==> src/hdl/mbg_pkg.sv <==
// shared widths, defaults, op codes and controller/datapath interface types
// for the metronome beat generator; no dependencies
package mbg_pkg;

    // fixed field widths
    localparam int OP_W        = 3;
    localparam int DELTA_W     = 5;
    localparam int INTERVAL_W  = 16;
    localparam int ELAPSED_W   = 16;
    localparam int CFG_BPM_W   = 9;
    localparam int CFG_MEAS_W  = 6;
    localparam int CFG_DATA_W  = 9;
    localparam int CFG_IDX_W   = 1;
    localparam int IN_DATA_W   = 8;

    // parameter defaults
    localparam int DEF_MAX_TEMPO        = 500;
    localparam int DEF_MAX_MEASURE      = 32;
    localparam int DEF_TICKS_PER_MINUTE = 60000;

    // reset settings
    localparam int RESET_TEMPO   = 80;
    localparam int RESET_MEASURE = 4;

    // input op codes
    typedef enum logic [OP_W-1:0] {
        OP_TICK        = 3'd0,
        OP_TOGGLE      = 3'd1,
        OP_ADJ_TEMPO   = 3'd2,
        OP_ADJ_MEASURE = 3'd3,
        OP_LOAD        = 3'd4,
        OP_STOP        = 3'd5
    } op_t;

    // configuration register indexes
    typedef enum logic [CFG_IDX_W-1:0] {
        REG_START_BPM     = 1'b0,
        REG_START_MEASURE = 1'b1
    } cfg_idx_t;

    // controller to datapath commands
    typedef struct packed {
        logic apply;      // update state from the accepted item
        logic div_start;  // start the interval division
        logic load_now;   // capture result from this item's state update
        logic load_div;   // capture result with the new quotient
    } dp_cmd_t;

    // datapath to controller status
    typedef struct packed {
        logic div_busy;
        logic div_done;
    } dp_status_t;

endpackage

==> src/hdl/mbg_ctrl.sv <==
// controller state machine: input/output handshake and divider sequencing
// depends on mbg_pkg
module mbg_ctrl (
    input  logic                   clk,
    input  logic                   rst_n,
    input  logic                   s_tvalid,
    output logic                   s_tready,
    input  mbg_pkg::op_t           op,
    output logic                   m_tvalid,
    input  logic                   m_tready,
    output mbg_pkg::dp_cmd_t       cmd,
    input  mbg_pkg::dp_status_t    st
);

    typedef enum logic [1:0] {
        ST_IDLE   = 2'b01,
        ST_DIVIDE = 2'b10
    } state_t;

    state_t state_reg;
    state_t state_next;
    logic   out_valid_reg;
    logic   out_valid_next;
    logic   slot_free;
    logic   accept;
    logic   needs_div;

    // handshake and decode
    assign slot_free = !out_valid_reg || m_tready;
    assign s_tready  = (state_reg == ST_IDLE) && slot_free;
    assign accept    = s_tvalid && s_tready;
    assign needs_div = (op == mbg_pkg::OP_ADJ_TEMPO) || (op == mbg_pkg::OP_LOAD);
    assign m_tvalid  = out_valid_reg;

    // commands
    always_comb
    begin
        cmd.apply     = accept;
        cmd.div_start = accept && needs_div;
        cmd.load_now  = accept && !needs_div;
        cmd.load_div  = (state_reg == ST_DIVIDE) && st.div_done;
    end

    // next state
    always_comb
    begin
        state_next = state_reg;
        unique case (state_reg)
            ST_IDLE:
            begin
                if (cmd.div_start)
                    state_next = ST_DIVIDE;
            end
            ST_DIVIDE:
            begin
                if (st.div_done)
                    state_next = ST_IDLE;
            end
            default:
                state_next = ST_IDLE;
        endcase
    end

    // output slot occupancy
    always_comb
    begin
        if (cmd.load_now || cmd.load_div)
            out_valid_next = 1'b1;
        else if (m_tready)
            out_valid_next = 1'b0;
        else
            out_valid_next = out_valid_reg;
    end

    always_ff @(posedge clk or negedge rst_n)
    begin
        if (!rst_n)
        begin
            state_reg     <= ST_IDLE;
            out_valid_reg <= 1'b0;
        end
        else
        begin
            state_reg     <= state_next;
            out_valid_reg <= out_valid_next;
        end
    end

`ifndef SYNTHESIS
    a_div_enters: assert property (@(posedge clk) disable iff (!rst_n)
        cmd.div_start |=> (state_reg == ST_DIVIDE) && st.div_busy)
        else $error("division did not start after tempo item");

    a_load_slot_free: assert property (@(posedge clk) disable iff (!rst_n)
        cmd.load_div |-> slot_free)
        else $error("quotient result overwrites a pending item");

    a_one_load: assert property (@(posedge clk) disable iff (!rst_n)
        !(cmd.load_now && cmd.load_div))
        else $error("two result loads in one cycle");
`endif

endmodule

==> src/hdl/mbg_datapath.sv <==
// datapath: settings, metronome state, bit-serial interval divider and
// result register; depends on mbg_pkg
module mbg_datapath #(
    parameter int MAX_TEMPO        = mbg_pkg::DEF_MAX_TEMPO,
    parameter int MAX_MEASURE      = mbg_pkg::DEF_MAX_MEASURE,
    parameter int TICKS_PER_MINUTE = mbg_pkg::DEF_TICKS_PER_MINUTE,
    parameter int TEMPO_W          = $clog2(MAX_TEMPO + 1),
    parameter int MEAS_W           = $clog2(MAX_MEASURE + 1),
    parameter int OUT_DATA_W       = ((3 + TEMPO_W + MEAS_W + mbg_pkg::INTERVAL_W + 7) / 8) * 8
) (
    input  logic                                clk,
    input  logic                                rst_n,
    input  mbg_pkg::dp_cmd_t                    cmd,
    output mbg_pkg::dp_status_t                 st,
    input  mbg_pkg::op_t                        op,
    input  logic signed [mbg_pkg::DELTA_W-1:0]  delta,
    input  logic                                cfg_we,
    input  logic [mbg_pkg::CFG_IDX_W-1:0]       cfg_index,
    input  logic [mbg_pkg::CFG_DATA_W-1:0]      cfg_wdata,
    output logic [OUT_DATA_W-1:0]               m_tdata
);

    localparam int DW      = mbg_pkg::DELTA_W;
    localparam int IW      = mbg_pkg::INTERVAL_W;
    localparam int EW      = mbg_pkg::ELAPSED_W;
    localparam int SUM_T_W = TEMPO_W + DW;
    localparam int SUM_M_W = MEAS_W + DW;
    localparam int LD_T_W  = (TEMPO_W > mbg_pkg::CFG_BPM_W) ? TEMPO_W : mbg_pkg::CFG_BPM_W;
    localparam int LD_M_W  = (MEAS_W > mbg_pkg::CFG_MEAS_W) ? MEAS_W : mbg_pkg::CFG_MEAS_W;
    localparam int DIV_W   = $clog2(TICKS_PER_MINUTE + 1);
    localparam int CNT_W   = $clog2(DIV_W + 1);
    localparam int PAY_W   = 3 + TEMPO_W + MEAS_W + IW;
    localparam int RST_T   = (mbg_pkg::RESET_TEMPO < MAX_TEMPO) ?
                             mbg_pkg::RESET_TEMPO : MAX_TEMPO;
    localparam int RST_M   = (mbg_pkg::RESET_MEASURE < MAX_MEASURE) ?
                             mbg_pkg::RESET_MEASURE : MAX_MEASURE;
    localparam int RST_I   = TICKS_PER_MINUTE / RST_T;

    localparam logic signed [SUM_T_W-1:0] T_LO = SUM_T_W'(1);
    localparam logic signed [SUM_T_W-1:0] T_HI = SUM_T_W'(MAX_TEMPO);
    localparam logic signed [SUM_M_W-1:0] M_LO = SUM_M_W'(0);
    localparam logic signed [SUM_M_W-1:0] M_HI = SUM_M_W'(MAX_MEASURE);
    localparam logic [EW-1:0]             ELAPSED_MAX = {EW{1'b1}};

    // settings registers
    logic [mbg_pkg::CFG_BPM_W-1:0]  start_bpm_reg;
    logic [mbg_pkg::CFG_MEAS_W-1:0] start_measure_reg;

    // metronome state
    logic [TEMPO_W-1:0] tempo_reg,    tempo_next;
    logic [MEAS_W-1:0]  measure_reg,  measure_next;
    logic [MEAS_W-1:0]  position_reg, position_next;
    logic               run_reg,      run_next;
    logic [EW-1:0]      elapsed_reg,  elapsed_next;
    logic [IW-1:0]      interval_reg;
    logic               beat_next;
    logic               accent_next;

    // divider
    logic               div_busy_reg;
    logic [CNT_W-1:0]   div_cnt_reg;
    logic [TEMPO_W-1:0] div_rem_reg;
    logic [DIV_W-1:0]   div_work_reg;
    logic [TEMPO_W:0]   div_trial;
    logic               div_bit;

    // result register
    logic               out_beat_reg;
    logic               out_accent_reg;
    logic               out_run_reg;
    logic [TEMPO_W-1:0] out_tempo_reg;
    logic [MEAS_W-1:0]  out_measure_reg;
    logic [IW-1:0]      out_interval_reg;

    // saturation helpers
    logic signed [SUM_T_W-1:0] t_sum;
    logic signed [SUM_M_W-1:0] m_sum;
    logic [TEMPO_W-1:0]        t_adj;
    logic [MEAS_W-1:0]         m_adj;
    logic [LD_T_W-1:0]         ld_bpm;
    logic [LD_M_W-1:0]         ld_meas;
    logic [TEMPO_W-1:0]        t_load;
    logic [MEAS_W-1:0]         m_load;
    logic [MEAS_W-1:0]         pos_inc;

    // configuration writes
    always_ff @(posedge clk or negedge rst_n)
    begin
        if (!rst_n)
        begin
            start_bpm_reg     <= mbg_pkg::CFG_BPM_W'(mbg_pkg::RESET_TEMPO);
            start_measure_reg <= mbg_pkg::CFG_MEAS_W'(mbg_pkg::RESET_MEASURE);
        end
        else if (cfg_we)
        begin
            unique case (mbg_pkg::cfg_idx_t'(cfg_index))
                mbg_pkg::REG_START_BPM:
                    start_bpm_reg <= cfg_wdata[mbg_pkg::CFG_BPM_W-1:0];
                mbg_pkg::REG_START_MEASURE:
                    start_measure_reg <= cfg_wdata[mbg_pkg::CFG_MEAS_W-1:0];
                default:
                    ;
            endcase
        end
    end

    // saturated adjust and load values
    always_comb
    begin
        t_sum = $signed({{DW{1'b0}}, tempo_reg}) + SUM_T_W'(delta);
        m_sum = $signed({{DW{1'b0}}, measure_reg}) + SUM_M_W'(delta);

        if (t_sum < T_LO)
            t_adj = TEMPO_W'(1);
        else if (t_sum > T_HI)
            t_adj = TEMPO_W'(MAX_TEMPO);
        else
            t_adj = t_sum[TEMPO_W-1:0];

        if (m_sum < M_LO)
            m_adj = '0;
        else if (m_sum > M_HI)
            m_adj = MEAS_W'(MAX_MEASURE);
        else
            m_adj = m_sum[MEAS_W-1:0];

        ld_bpm  = LD_T_W'(start_bpm_reg);
        ld_meas = LD_M_W'(start_measure_reg);

        if (ld_bpm == '0)
            t_load = TEMPO_W'(1);
        else if (ld_bpm > LD_T_W'(MAX_TEMPO))
            t_load = TEMPO_W'(MAX_TEMPO);
        else
            t_load = ld_bpm[TEMPO_W-1:0];

        if (ld_meas > LD_M_W'(MAX_MEASURE))
            m_load = MEAS_W'(MAX_MEASURE);
        else
            m_load = ld_meas[MEAS_W-1:0];
    end

    // state update for one item
    always_comb
    begin
        tempo_next    = tempo_reg;
        measure_next  = measure_reg;
        position_next = position_reg;
        run_next      = run_reg;
        elapsed_next  = elapsed_reg;
        beat_next     = 1'b0;
        accent_next   = 1'b0;
        pos_inc       = position_reg + MEAS_W'(1);
        case (op)
            mbg_pkg::OP_TICK:
            begin
                if (run_reg)
                begin
                    if (elapsed_reg >= interval_reg)
                    begin
                        beat_next     = 1'b1;
                        accent_next   = (position_reg == '0) && (measure_reg != '0);
                        position_next = (pos_inc >= measure_reg) ? '0 : pos_inc;
                        elapsed_next  = EW'(1);
                    end
                    else if (elapsed_reg != ELAPSED_MAX)
                        elapsed_next = elapsed_reg + EW'(1);
                end
            end
            mbg_pkg::OP_TOGGLE:
            begin
                if (run_reg)
                begin
                    run_next     = 1'b0;
                    elapsed_next = '0;
                end
                else
                begin
                    run_next      = 1'b1;
                    position_next = '0;
                    elapsed_next  = ELAPSED_MAX;
                end
            end
            mbg_pkg::OP_ADJ_TEMPO:
                tempo_next = t_adj;
            mbg_pkg::OP_ADJ_MEASURE:
                measure_next = m_adj;
            mbg_pkg::OP_LOAD:
            begin
                tempo_next   = t_load;
                measure_next = m_load;
            end
            mbg_pkg::OP_STOP:
            begin
                run_next     = 1'b0;
                elapsed_next = '0;
            end
            default:
                ;
        endcase
    end

    always_ff @(posedge clk or negedge rst_n)
    begin
        if (!rst_n)
        begin
            tempo_reg    <= TEMPO_W'(RST_T);
            measure_reg  <= MEAS_W'(RST_M);
            position_reg <= '0;
            run_reg      <= 1'b0;
            elapsed_reg  <= '0;
        end
        else if (cmd.apply)
        begin
            tempo_reg    <= tempo_next;
            measure_reg  <= measure_next;
            position_reg <= position_next;
            run_reg      <= run_next;
            elapsed_reg  <= elapsed_next;
        end
    end

    // restoring divider, one quotient bit per cycle: ticks per minute / tempo
    assign div_trial   = {div_rem_reg, div_work_reg[DIV_W-1]};
    assign div_bit     = (div_trial >= {1'b0, tempo_reg});
    assign st.div_busy = div_busy_reg;
    assign st.div_done = div_busy_reg && (div_cnt_reg == '0);

    always_ff @(posedge clk or negedge rst_n)
    begin
        if (!rst_n)
        begin
            div_busy_reg <= 1'b0;
            div_cnt_reg  <= '0;
            interval_reg <= IW'(RST_I);
        end
        else if (cmd.div_start)
        begin
            div_busy_reg <= 1'b1;
            div_cnt_reg  <= CNT_W'(DIV_W);
        end
        else if (st.div_done)
        begin
            div_busy_reg <= 1'b0;
            interval_reg <= IW'(div_work_reg);
        end
        else if (div_busy_reg)
            div_cnt_reg <= div_cnt_reg - CNT_W'(1);
    end

    always_ff @(posedge clk)
    begin
        if (cmd.div_start)
        begin
            div_rem_reg  <= '0;
            div_work_reg <= DIV_W'(TICKS_PER_MINUTE);
        end
        else if (div_busy_reg && (div_cnt_reg != '0))
        begin
            div_rem_reg  <= div_bit ? TEMPO_W'(div_trial - {1'b0, tempo_reg})
                                    : div_trial[TEMPO_W-1:0];
            div_work_reg <= {div_work_reg[DIV_W-2:0], div_bit};
        end
    end

    // result register
    always_ff @(posedge clk)
    begin
        if (cmd.load_now)
        begin
            out_beat_reg     <= beat_next;
            out_accent_reg   <= accent_next;
            out_run_reg      <= run_next;
            out_tempo_reg    <= tempo_next;
            out_measure_reg  <= measure_next;
            out_interval_reg <= interval_reg;
        end
        else if (cmd.load_div)
        begin
            out_beat_reg     <= 1'b0;
            out_accent_reg   <= 1'b0;
            out_run_reg      <= run_reg;
            out_tempo_reg    <= tempo_reg;
            out_measure_reg  <= measure_reg;
            out_interval_reg <= IW'(div_work_reg);
        end
    end

    assign m_tdata = {{(OUT_DATA_W - PAY_W){1'b0}}, out_interval_reg, out_measure_reg,
                      out_tempo_reg, out_run_reg, out_accent_reg, out_beat_reg};

`ifndef SYNTHESIS
    a_tempo_range: assert property (@(posedge clk) disable iff (!rst_n)
        (tempo_reg != '0) && (tempo_reg <= TEMPO_W'(MAX_TEMPO)))
        else $error("tempo out of range");

    a_no_apply_busy: assert property (@(posedge clk) disable iff (!rst_n)
        div_busy_reg |-> !cmd.apply)
        else $error("item accepted while interval division runs");
`endif

endmodule

==> src/hdl/metronome_beat_generator.sv <==
// Metronome beat generator top level: streaming item ports, settings port.
// Result: registered in the cycle after accept for ticks, toggle, stop and measure items;
// tempo adjust and load items run the divider, then the result takes the new quotient.
// Throughput: one item per cycle while the output is not stalled; no new item is taken
// while the bit-serial divider recomputes the interval one quotient bit per cycle.
// Reset (async, active low): stopped, tempo 80, measure 4, interval 750, no result held.
module metronome_beat_generator #(
    parameter int MAX_TEMPO        = mbg_pkg::DEF_MAX_TEMPO,
    parameter int MAX_MEASURE      = mbg_pkg::DEF_MAX_MEASURE,
    parameter int TICKS_PER_MINUTE = mbg_pkg::DEF_TICKS_PER_MINUTE,
    parameter int TEMPO_W          = $clog2(MAX_TEMPO + 1),
    parameter int MEAS_W           = $clog2(MAX_MEASURE + 1),
    parameter int OUT_DATA_W       = ((3 + TEMPO_W + MEAS_W + mbg_pkg::INTERVAL_W + 7) / 8) * 8
) (
    input  logic                               clk,
    input  logic                               rst_n,
    input  logic                               s_tvalid,
    output logic                               s_tready,
    input  logic [mbg_pkg::IN_DATA_W-1:0]      s_tdata,   // op, delta
    output logic                               m_tvalid,
    input  logic                               m_tready,
    output logic [OUT_DATA_W-1:0]              m_tdata,   // beat, accent, running, tempo,
                                                          // measure, interval_ms, zero pad
    input  logic                               cfg_we,
    input  logic [mbg_pkg::CFG_IDX_W-1:0]      cfg_index,
    input  logic [mbg_pkg::CFG_DATA_W-1:0]     cfg_wdata
);

    mbg_pkg::dp_cmd_t                   cmd;
    mbg_pkg::dp_status_t                st;
    mbg_pkg::op_t                       op;
    logic signed [mbg_pkg::DELTA_W-1:0] delta;

    // unpack input item
    assign op    = mbg_pkg::op_t'(s_tdata[mbg_pkg::OP_W-1:0]);
    assign delta = $signed(s_tdata[mbg_pkg::OP_W +: mbg_pkg::DELTA_W]);

    mbg_ctrl u_ctrl (
        .clk      (clk),
        .rst_n    (rst_n),
        .s_tvalid (s_tvalid),
        .s_tready (s_tready),
        .op       (op),
        .m_tvalid (m_tvalid),
        .m_tready (m_tready),
        .cmd      (cmd),
        .st       (st)
    );

    mbg_datapath #(
        .MAX_TEMPO        (MAX_TEMPO),
        .MAX_MEASURE      (MAX_MEASURE),
        .TICKS_PER_MINUTE (TICKS_PER_MINUTE),
        .TEMPO_W          (TEMPO_W),
        .MEAS_W           (MEAS_W),
        .OUT_DATA_W       (OUT_DATA_W)
    ) u_datapath (
        .clk       (clk),
        .rst_n     (rst_n),
        .cmd       (cmd),
        .st        (st),
        .op        (op),
        .delta     (delta),
        .cfg_we    (cfg_we),
        .cfg_index (cfg_index),
        .cfg_wdata (cfg_wdata),
        .m_tdata   (m_tdata)
    );

endmodule

==> config.mk <==
export PLATFORM = sky130hd
export DESIGN_NAME = metronome_beat_generator
export DESIGN_NICKNAME = d
export VERILOG_FILES = /design/src/hdl/mbg_pkg.sv /design/src/hdl/mbg_ctrl.sv /design/src/hdl/mbg_datapath.sv /design/src/hdl/metronome_beat_generator.sv
export SDC_FILE = /design/constraint.sdc
export NUM_CORES = 1
export LEC_CHECK = 0
export BUFFER_PORTS_ARGS = -buffer_cell sky130_fd_sc_hd__buf_2
export CAP_MARGIN = 20
export CORE_ASPECT_RATIO = 1.1
export CORE_MARGIN = 2
export CORE_UTILIZATION = 50
export CTS_BUF_LIST = sky130_fd_sc_hd__clkbuf_16
export DETAILED_ROUTE_END_ITERATION = 8
export MAX_ROUTING_LAYER = met4
export PLACE_DENSITY = 0.71
export SLEW_MARGIN = 5
export SYNTH_ARGS = -nofsm -noshare
export SYNTH_HDL_FRONTEND = slang
export SYNTH_SLANG_ARGS = --single-unit
==> constraint.sdc <==
create_clock -name clk -period 3.86 [get_ports clk]
set_input_delay 0.193 -clock clk [delete_from_list [all_inputs] [get_ports clk]]
set_output_delay 0.193 -clock clk [all_outputs]
set_load 0.03 [all_outputs]
# Yosys cells after proc, flatten, opt, wreduce, memory -nomap -nowiden
# Index checks and enable logic that the tools add are counted.
[word_totals]
reg_bits = 137
latchBits = 0
mem_bits_rw = 0
romBits = 0
input_bits = 23
out_inout_bits = 42
word_cells = 133
n_memories = 0
[op_classes]
n_addsub = 6
multipliers = 0
div_mod_pow = 0
n_lt_le_gt_ge = 9
eq_ne = 15
n_shift = 0
mux = 49
bitwise = 2
n_reduce_logical = 32
[op_table]
columns = ["op", "count"]
rows = [
  ["16-bit 2-to-1 mux", 6],
  ["9-bit 2-to-1 mux", 7],
  ["6-bit 2-to-1 mux", 9],
  ["16-bit case mux with 3 select lines", 1],
  ["6-bit case mux with 2 select lines", 2],
  ["9-bit case mux with 2 select lines", 1],
  ["16-bit by 1-bit adder with 16-bit output (second input constant)", 1],
  ["16-bit >= comparator", 1],
  ["1-bit 2-to-1 mux", 16],
  ["16-bit != test (second input constant)", 1],
  ["5-bit 2-to-1 mux", 3],
  ["14-bit by 10-bit > comparator with 1-bit output (second input constant)", 1],
  ["14-bit by 2-bit less-than comparator with 1-bit output (second input constant)", 1],
  ["10-bit by 5-bit adder with 11-bit output", 1],
  ["11-bit by 7-bit > comparator with 1-bit output (second input constant)", 1],
  ["11-bit by 1-bit less-than comparator with 1-bit output (second input constant)", 1],
  ["10-bit by 9-bit >= comparator with 1-bit output", 1],
  ["2-bit AND reduction", 5],
  ["2-bit nonzero test", 5],
  ["9-bit > comparator (second input constant)", 1],
  ["9-bit logical NOT", 1],
  ["9-bit subtractor", 1],
  ["7-bit by 5-bit adder with 8-bit output", 1],
  ["1-bit logical AND", 8],
  ["other kinds (26)", 37],
]

# Depth between registers and ports, before layout
[depth]
depth_word = 7
depth_mapped = 11
ltp_nobuf = 10

# Cells and area by module
# Synthesis repeated with hierarchy kept, for this count alone.
[hier_totals]
hier_cells = 878
area_unflattened_um2 = 8365.5
[by_module_without_submodules]
columns = ["module", "n_inst", "cells_each", "area_per_inst_um2", "seq_area_each_um2"]
rows = [
  ["mbg_datapath", 1, 859, 8184.1, 3414.5],
  ["mbg_ctrl", 1, 19, 181.4, 76.3],
]

# Worst setup path before layout
# OpenSTA, ideal clock, no wires.
[synth_timing]
kind = "reg-to-reg"
start = "register u_datapath.div_cnt_reg[0]"
end = "register u_datapath.out_accent_reg, enable pin"
setup_time_ns = 0.474
arrival_ns = 3.534
required_ns = 3.386
setup_slack_ns = -0.148
path_stages_with_launch = 6
path_buffers = 0
synth_period_minus_slack_ns = 4.008
cell_sequence = "dfrtp_1 inv_1 ha_1 nor4b_1 nand2_1 o21ai_0"
[synth_via]
elab_chain_cells = 4
[synth_lines]
columns = ["element", "line_no", "text"]
rows = [
  ["start, declared", "mbg_datapath.sv:61", "logic [CNT_W-1:0] div_cnt_reg;"],
  ["start signal, assigned", "mbg_datapath.sv:240", "div_cnt_reg <= CNT_W'(DIV_W);"],
  ["start signal, assigned", "mbg_datapath.sv:248", "div_cnt_reg <= div_cnt_reg - CNT_W'(1);"],
  ["5-bit logical NOT", "mbg_datapath.sv:227", "assign st.div_done = div_busy_reg && (div_cnt_reg == '0);"],
  ["1-bit logical AND", "mbg_datapath.sv:227", ""],
  ["1-bit logical AND", "mbg_ctrl.sv:41", "cmd.load_div = (state_reg == ST_DIVIDE) && st.div_done;"],
  ["2-bit nonzero test (no source line)", "--", ""],
  ["end signal, assigned", "mbg_datapath.sv:272", "out_accent_reg <= accent_next;"],
  ["end, declared", "mbg_datapath.sv:69", "logic out_accent_reg;"],
]
# No other way between the ends.
# A chain may end at the register's enable or synchronous reset.

# Final worst setup path
[layout_timing]
start = "register u_datapath.interval_reg[9]"
end = "register u_datapath.elapsed_reg[7]"
[layout_via]
elab_chain_cells = 4
elab_cells_between_ends = 6
classes_between = "1 x order compare; 1 x eq/ne; 3 x mux; 1 x reduce/logical"
[layout_lines]
columns = ["element", "line_no", "text"]
rows = [
  ["start, declared", "mbg_datapath.sv:55", "logic [IW-1:0] interval_reg;"],
  ["start signal, assigned", "mbg_datapath.sv:235", "interval_reg <= IW'(RST_I);"],
  ["start signal, assigned", "mbg_datapath.sv:245", "interval_reg <= IW'(div_work_reg);"],
  ["16-bit >= comparator (*)", "mbg_datapath.sv:159", "if (elapsed_reg >= interval_reg)"],
  ["16-bit 2-to-1 mux", "mbg_datapath.sv:159", ""],
  ["16-bit 2-to-1 mux", "mbg_datapath.sv:157", "if (run_reg)"],
  ["16-bit case mux with 3 select lines", "mbg_datapath.sv:154", "case (op)"],
  ["end signal, assigned", "mbg_datapath.sv:219", "elapsed_reg <= elapsed_next;"],
  ["end, declared", "mbg_datapath.sv:54", "logic [EW-1:0] elapsed_reg, elapsed_next;"],
]
# Mark *: on every way between the ends. The rest lies on a longest branch, timed or not. The select of a mux whose other input is x is not followed.

==> results.json <==
{
  "powerDensity_nw_per_um2": 732,
  "endpoint": "u_datapath.elapsed_reg[7]$_DFFE_PN0P_",
  "critical_path_required_ns": 4.21,
  "crit_path_end_kind": "flip-flop",
  "overflow": 0,
  "final_cell_mix": "122 x nand2_1, 82 x o21ai_0, 64 x dfrtp_1",
  "num_vias": 6869,
  "rsz0062_at_grt": "false",
  "n_antenna_cell": 0,
  "tns_ns": 0,
  "fin_crit_sh_pct": 75.8,
  "finalWirelength_microns": 19800,
  "r2r-start": "u_datapath.interval_reg[9]$_DFFE_PN1P_",
  "fmax_mhz": 342,
  "yosys_most_used_dff": "dfrtp_1",
  "syn_avg_cell_area_sq_um": 9.06,
  "post_drt_wl_per_cell_microns": 16.8,
  "cts_resized": 0,
  "die_area_sq_um": 17800,
  "ff2ff_setup_slack_ns": 0.93,
  "synth_seq_cells": 137,
  "place.gp.congestion": 0.898,
  "clk_path_buf_depth": 2,
  "io_buffer_count": 58,
  "final_common_cell": "nand2_1",
  "whs_ns": 0.0261,
  "synth_area_sq_um": 8360,
  "clock-sinks": 137,
  "hold_viol_final": 0,
  "first_global_vias": 6591,
  "cts-root-buf": "clkbuf_16",
  "drt_iter0_markers": 561,
  "firstDrtPassIters": 5,
  "crit_path_start_kind": "flip-flop",
  "placementRows": 49,
  "clk_latency_ns": 0.42,
  "cts_buffers": 17,
  "status": "complete, no violations",
  "drc": 0,
  "r2r-end": "u_datapath.elapsed_reg[7]$_DFFE_PN0P_",
  "cts_tree": "yes",
  "critPathKind": "flip-flop to flip-flop",
  "setup_violations": 0,
  "start_util_pct": 51.1,
  "leakage_uw": 0.00405,
  "postCtsHoldBufs": 4,
  "grt_pass1_wl_microns": 32800,
  "htree_levels": 4,
  "final_nets": 1042,
  "max_slew_margin_pct": 39.0,
  "cp_max_fo": 15,
  "core_sq_um": 16400,
  "netlist_instances": 922,
  "max-cap-violations": 0,
  "groute.usage.overall_pct": 23.7,
  "finalMaxSlewViolations": 0,
  "antenna_found_initial": 0,
  "synthDistinctLibCells": 83,
  "ys_seq_area_share_pct": 41.8,
  "layout_min_cycle_time_ns": 2.93,
  "synth_warnings": 0,
  "hpwl_microns": 13900,
  "dieHeight_microns": 140,
  "grt_max_degree": 79,
  "drive_above_1_share_pct": 15.9,
  "worst_slew_pin_slew_ns": 0.908,
  "post-cts-setup-buffer-count": 0,
  "ir_drop_mv": 0.373,
  "syn2layout_area_growth_pct": 13.4,
  "fin_worst_skew_ns": 0.00498,
  "die_w_microns": 127,
  "arrival_ns": 3.28,
  "r2r_cells": 9,
  "synthArstFlopShare_pct": 56.9,
  "hold_class": "input port to flip-flop",
  "boundaryPins": 65,
  "drt.antenna.violating_nets": 0,
  "setup.worst_path.start": "u_datapath.interval_reg[9]$_DFFE_PN1P_",
  "drt-vias-per-instance": 5.82,
  "path_clk_slew_ns": 0.06,
  "synth_enable_flop_cells": 34
}
## synth_stat cells (5+ instances only)
cell	count	area, sq um
buf_4	9	67.6
o221ai_1	6	52.6
nor4_1	7	43.8
ha_1	53	663
clkbuf_1	34	128
mux2i_1	5	50.1
o21ai_1	8	40.0
xor2_1	10	87.6
dfrtp_1	64	1600
inv_1	59	221
a211oi_1	13	97.6
o21a_1	7	52.6
dfxtp_1	25	500
nand3_1	25	125
o31ai_1	11	82.6
mux2_2	17	191
a21oi_1	56	280
nor2b_1	13	81.3
o21ai_0	83	415
a22o_1	15	131
or3_1	7	43.8
dfstp_2	14	368
nand2_1	122	458
a22oi_1	5	37.5
edfxtp_1	34	1020
xnor2_1	11	96.3
nor3_1	21	105
nor2_1	62	233
a21o_1	10	75.1
buf_2	7	35.0
o211ai_1	6	45.0
nand2b_1	13	81.3
or2_2	6	37.5
## power breakdown
part / total, uW / internal, uW / switching (uW)
combinational: 2770 / 1130 / 1640
clock: 1830 / 1200 / 628
sequential: 2340 / 1980 / 366
total: 6940 / 4300 / 2630
## worst max-delay path: stages (launching register included)
cell       delay, ns
dfstp_2         0.51
inv_1           0.05
ha_1            0.30
a21oi_1         0.13
o21ai_0         0.14
a2111oi_0       0.51
a21boi_2        0.37
o21ai_2         0.26
o31ai_1         0.40
a22o_1          0.19
## layer usage
layer / wire, microns / global-route usage, % / vias up
li1: - / - / 3369
met1: 8610 / 30.2 / 3246
met2: 9690 / 38.2 / 211
met3: 966 / 4.00 / 43
met4: 511 / 8.21 / 0
met5: 0 / - / -
## final cells by class
type | instances | area [sq um]
multi-input cells | 677 | 4410
repair buffers | 71 | 440
fillers | 1430 | 6890
flip-flops and latches | 137 | 3490
inverters | 59 | 221
clock buffers | 17 | 425
clock inverters | 15 | 233
well taps | 204 | 255
## cell families (layout without fill, tap and decap cells)
| group | count (synthesis) | in the layout | share of synthesized area [%] |
|---|---|---|---|
| xor+xnor | 21 | 21 | 2.20 |
| flops | 137 | 137 | 41.8 |
| mux | 22 | 22 | 2.89 |
| simple gates | 304 | 304 | 17.2 |
| buf+inv | 113 | 162 | 5.85 |
| fa+ha+maj | 56 | 56 | 8.65 |
| other cells | 1 | 6 | 0.0449 |
| compound gates | 268 | 268 | 21.4 |
## stage by stage
step	total power [uW]	worst slack (ns)	cells	area (sq um)	util, %
2_1_floorplan	4450	0.669	927	8380	-
3_3_place_gp	5010	1.07	1142	8730	53.3
3_5_place_dp	5080	1.06	1142	8730	53.3
4_1_cts	6950	0.993	1178	9430	57.6
5_1_grt	7450	0.714	1180	9480	57.9
6_report	6940	0.933	1180	9480	57.9
## how the worst min path moves through the flow
stage                            start                           endpoint  depth (start not counted)
final                     cfg_wdata[1]  u_datapath.ld_meas[1]$_DFFE_PN0P_                          2
after detailed placement  cfg_wdata[7]   u_datapath.ld_bpm[7]$_DFFE_PN0P_                          2
after floorplan                  rst_n        u_ctrl.m_tvalid$_DFFE_PN0P_                          0
after global routing      cfg_wdata[0]  u_datapath.ld_meas[0]$_DFFE_PN0P_                          2
after global placement    cfg_wdata[7]   u_datapath.ld_bpm[7]$_DFFE_PN0P_                          2
after CTS                 cfg_wdata[2]  u_datapath.ld_meas[2]$_DFFE_PN1P_                          2
No activity file was read; power rests on OpenSTA's default activity.
